$ cat src/rtl/chs_ram.sv
`default_nettype none
// ----------------------------------------------------------------------------
// chs_ram: generic simple dual-port RAM
// One write port, one read port, registered read data.
// ----------------------------------------------------------------------------
module chs_ram #(
	parameter int WIDTH = 8,
	parameter int DEPTH = 16,
	localparam int AW = (DEPTH > 1) ? $clog2(DEPTH) : 1
) (
	input  wire logic             clk,
	input  wire logic             we,
	input  wire logic [AW-1:0]    waddr,
	input  wire logic [WIDTH-1:0] wdata,
	input  wire logic             re,
	input  wire logic [AW-1:0]    raddr,
	output logic      [WIDTH-1:0] rdata
);

	logic [WIDTH-1:0] mem_q [DEPTH];
	logic [WIDTH-1:0] rdata_q;

	always_ff @(posedge clk) begin
		if (we) begin
			mem_q[waddr] <= wdata;
		end
		if (re) begin
			rdata_q <= mem_q[raddr];
		end
	end

	assign rdata = rdata_q;

endmodule : chs_ram
`default_nettype wire
$ cat config.mk
export PLATFORM = sky130hd
export DESIGN_NAME = chs_ram
export DESIGN_NICKNAME = d
export VERILOG_FILES = /design/src/rtl/chs_ram.sv
export SDC_FILE = /design/constraint.sdc
export NUM_CORES = 1
export LEC_CHECK = 0
export BUFFER_PORTS_ARGS = -buffer_cell sky130_fd_sc_hd__buf_2
export CORE_MARGIN = 2
export CORE_UTILIZATION = 41
export DETAILED_ROUTE_END_ITERATION = 8
export PLACE_DENSITY = 0.68
export RECOVER_POWER = 100
export SYNTH_ARGS = -nofsm -noshare
export SYNTH_HDL_FRONTEND = slang
export SYNTH_SLANG_ARGS = --single-unit
$ cat constraint.sdc
create_clock -name clk -period 2.1 [get_ports clk]
set_clock_uncertainty 0.2 [all_clocks]
set_input_delay 0.21 -clock clk [delete_from_list [all_inputs] [get_ports clk]]
set_output_delay 0.21 -clock clk [all_outputs]
set_load 0.05 [all_outputs]
==> metrics <==
crit path time final 1720 ps; YS warnings 0; Worst VDD drop 863 uV; slowest stage cell, crit path mux4_2; worst min-delay path category in2reg; worst slew pin tran 719 ps; flop2flop setup slack 380 ps; H-tree Lvls 4; die area 0.0137 mm^2; Vias per Instance 5.05; f_max 0.580 GHz; Starting Density 41.8%; syn nets 248; fraction of registers with async set/reset 0%; TritonCTS clock tree yes; top cells by area, synth edfxtp_1, mux4_2, mux4_1; CTS clk-pin slew, worst paths 60 ps; Final period util 82.1%; initial DRC count 197; Seq cells post-synth 136; final setup fails 0; crit end category flop; min-delay src wdata[6]; Worst path max stage delay 480 ps; GR Overflow Total 0; area post-placement 0.00567 mm^2; all-layer global routing usage 15.9%; Core Util, Final 50.1%; total negative slack 0 ps; library cells used by synthesis 18; initial antenna violation count 0; Max Slew Vio Count 0; status complete, no violations; Mapped Area 0.00523 mm^2; Critical Path RT 2050 ps; final hold vios 0; largest area contributor in the netlist edfxtp_1; EDFF count, synth 136; leakage power 2.03 nW; cts bufs inserted 17; count leader, synth edfxtp_1; number of inserted diodes 0; Worst R2R Path Depth 3; Rows 41; hold-fix buffers at CTS 8; CTS root buf clkbuf_16; worst hold path depth 1; Hold EP mem_q[7][6]; ys flop type edfxtp_1; Post-DP HPWL 6480 um; layout cell share with drive strength beyond 1 19.6%; Max-slew headroom 52.1%; RSZ-0062 raised after global routing no; max-cap violation count 0; Nets 312; Mapped Cells 229; Tot Pwr 6.42 mW; Syn-to-layout area delta 20.0%; Clock Path Buffers 2; vias 2415; Setup CP Type reg2reg; Clock Latency Late Sink 400 ps; Reg2Reg Capture Point rdata[6]; Post-CTS Resized 0; post-route cell area 0.00627 mm^2; CTS Sinks 136; register area share after synthesis 78.1%; Die Y 117 um; crit path DAT 1670 ps; Routability Congestion 0.770; post-synth top area share 78.1%; crit-path cells mux4_2, a22oi_1, nand2_1; Setup crit start kind flop; routed wire length 9820 um; drt wl/cell 20.5 um; router iterations before antenna repair 4; global-route wire length before repair 15200 um; vias in the first global route 2616; Core Footprint 0.0125 mm^2; Remaining DRCs 0; top cells by count, synth edfxtp_1, mux4_2, a22oi_1; Die Wd 117 um; PwrDens 1020 mW/mm^2; worst reg2reg path startpoint mem_q[3][6]; I/O Buffers 26; Mean Syn Cell Area 22.8 um^2; pin count of the biggest net entering global routing 26; I/O pins 27; Final ANT Viol Nets 0; Max Fanout on Critical Path 1; Post-CTS Setup Inserts 0
==> worst max-delay path: cells and delay by family (launching register included) <==
family	cells	cell delay, ps
multiplexers	1	480
flip-flops	1	370
AO/OA/AOI/OAI	1	330
AND/OR/NAND/NOR	1	90
==> cell usage in the layout (no fill, tap or decap), drive strengths merged <==
cell type | synthesis | routed
a22oi | 16 | 16
and2 | 1 | 1
and2b | 1 | 1
buf | 7 | 11
bufinv | 0 | 4
clkbuf | 0 | 54
clkinv | 0 | 6
clkinvlp | 0 | 3
dlygate4sd3 | 0 | 8
edfxtp | 136 | 136
inv | 0 | 1
mux4 | 32 | 32
nand2 | 9 | 9
nand2b | 2 | 2
nand3 | 1 | 1
nand3b | 2 | 2
nor2 | 13 | 13
nor2b | 1 | 1
nor3 | 4 | 4
or3b | 1 | 1
==> cell type report <==
cell class                 count  area (um^2)
sequential                   136         4080
fill                        1027         6240
timing repair buffer          55          308
clock buffer                  18          429
clock inverter                14          180
multi-input combinational     83         1060
tap                          172          215
==> state kept, by name (all words and copies together), names as in the netlist <==
signal / flops
mem_q: 128
rdata: 8
==> worst max-delay path by stage <==
stage                startpoint          end  slack [ps]  cells after the start
global placement       raddr[0]     rdata[0]         120                      5
global route        mem_q[7][6]     rdata[6]         300                      3
finish              mem_q[3][6]     rdata[6]         380                      3
detailed placement     raddr[0]     rdata[6]         120                      5
CTS                 mem_q[3][6]     rdata[6]         350                      3
floorplan              waddr[2]  mem_q[0][0]         200                      2
==> logic make-up (layout without fill, tap and decap cells) <==
family                 count (synthesis)  in the layout  synth area share [%]
flip-flops                           136            136                  78.1
AND/OR/NAND/NOR                       35             35                  3.14
multiplexers                          32             32                  14.8
AO/OA/AOI/OAI                         16             16                  2.30
buffers and inverters                 10             87                  1.65
==> through the flow <==
step	std cells	hold slack, ps	worst slack, ps
finish	478	176	376
global route	478	250	302
CTS	478	3.78	346
detailed placement	438	386	120
global placement	438	389	125
floorplan	229	109	197
==> power by group <==
| part | internal (mW) | leakage [nW] | switching (mW) |
|---|---|---|---|
| logic | 0.120 | 0.502 | 0.204 |
| clock network | 1.97 | 0.293 | 1.05 |
| registers | 3.06 | 1.24 | 0.0155 |
| total | 5.15 | 2.03 | 1.27 |
==> layer usage <==
metal | vias up | wire length (um) | global-route usage, %
li1 | 1107 | - | -
met1 | 1227 | 4360 | 22.0
met2 | 77 | 4850 | 25.1
met3 | 4 | 570 | 4.07
met4 | 0 | 44 | 5.18
met5 | - | 0 | 0
Note: power is estimated with default switching activity, not from simulation.
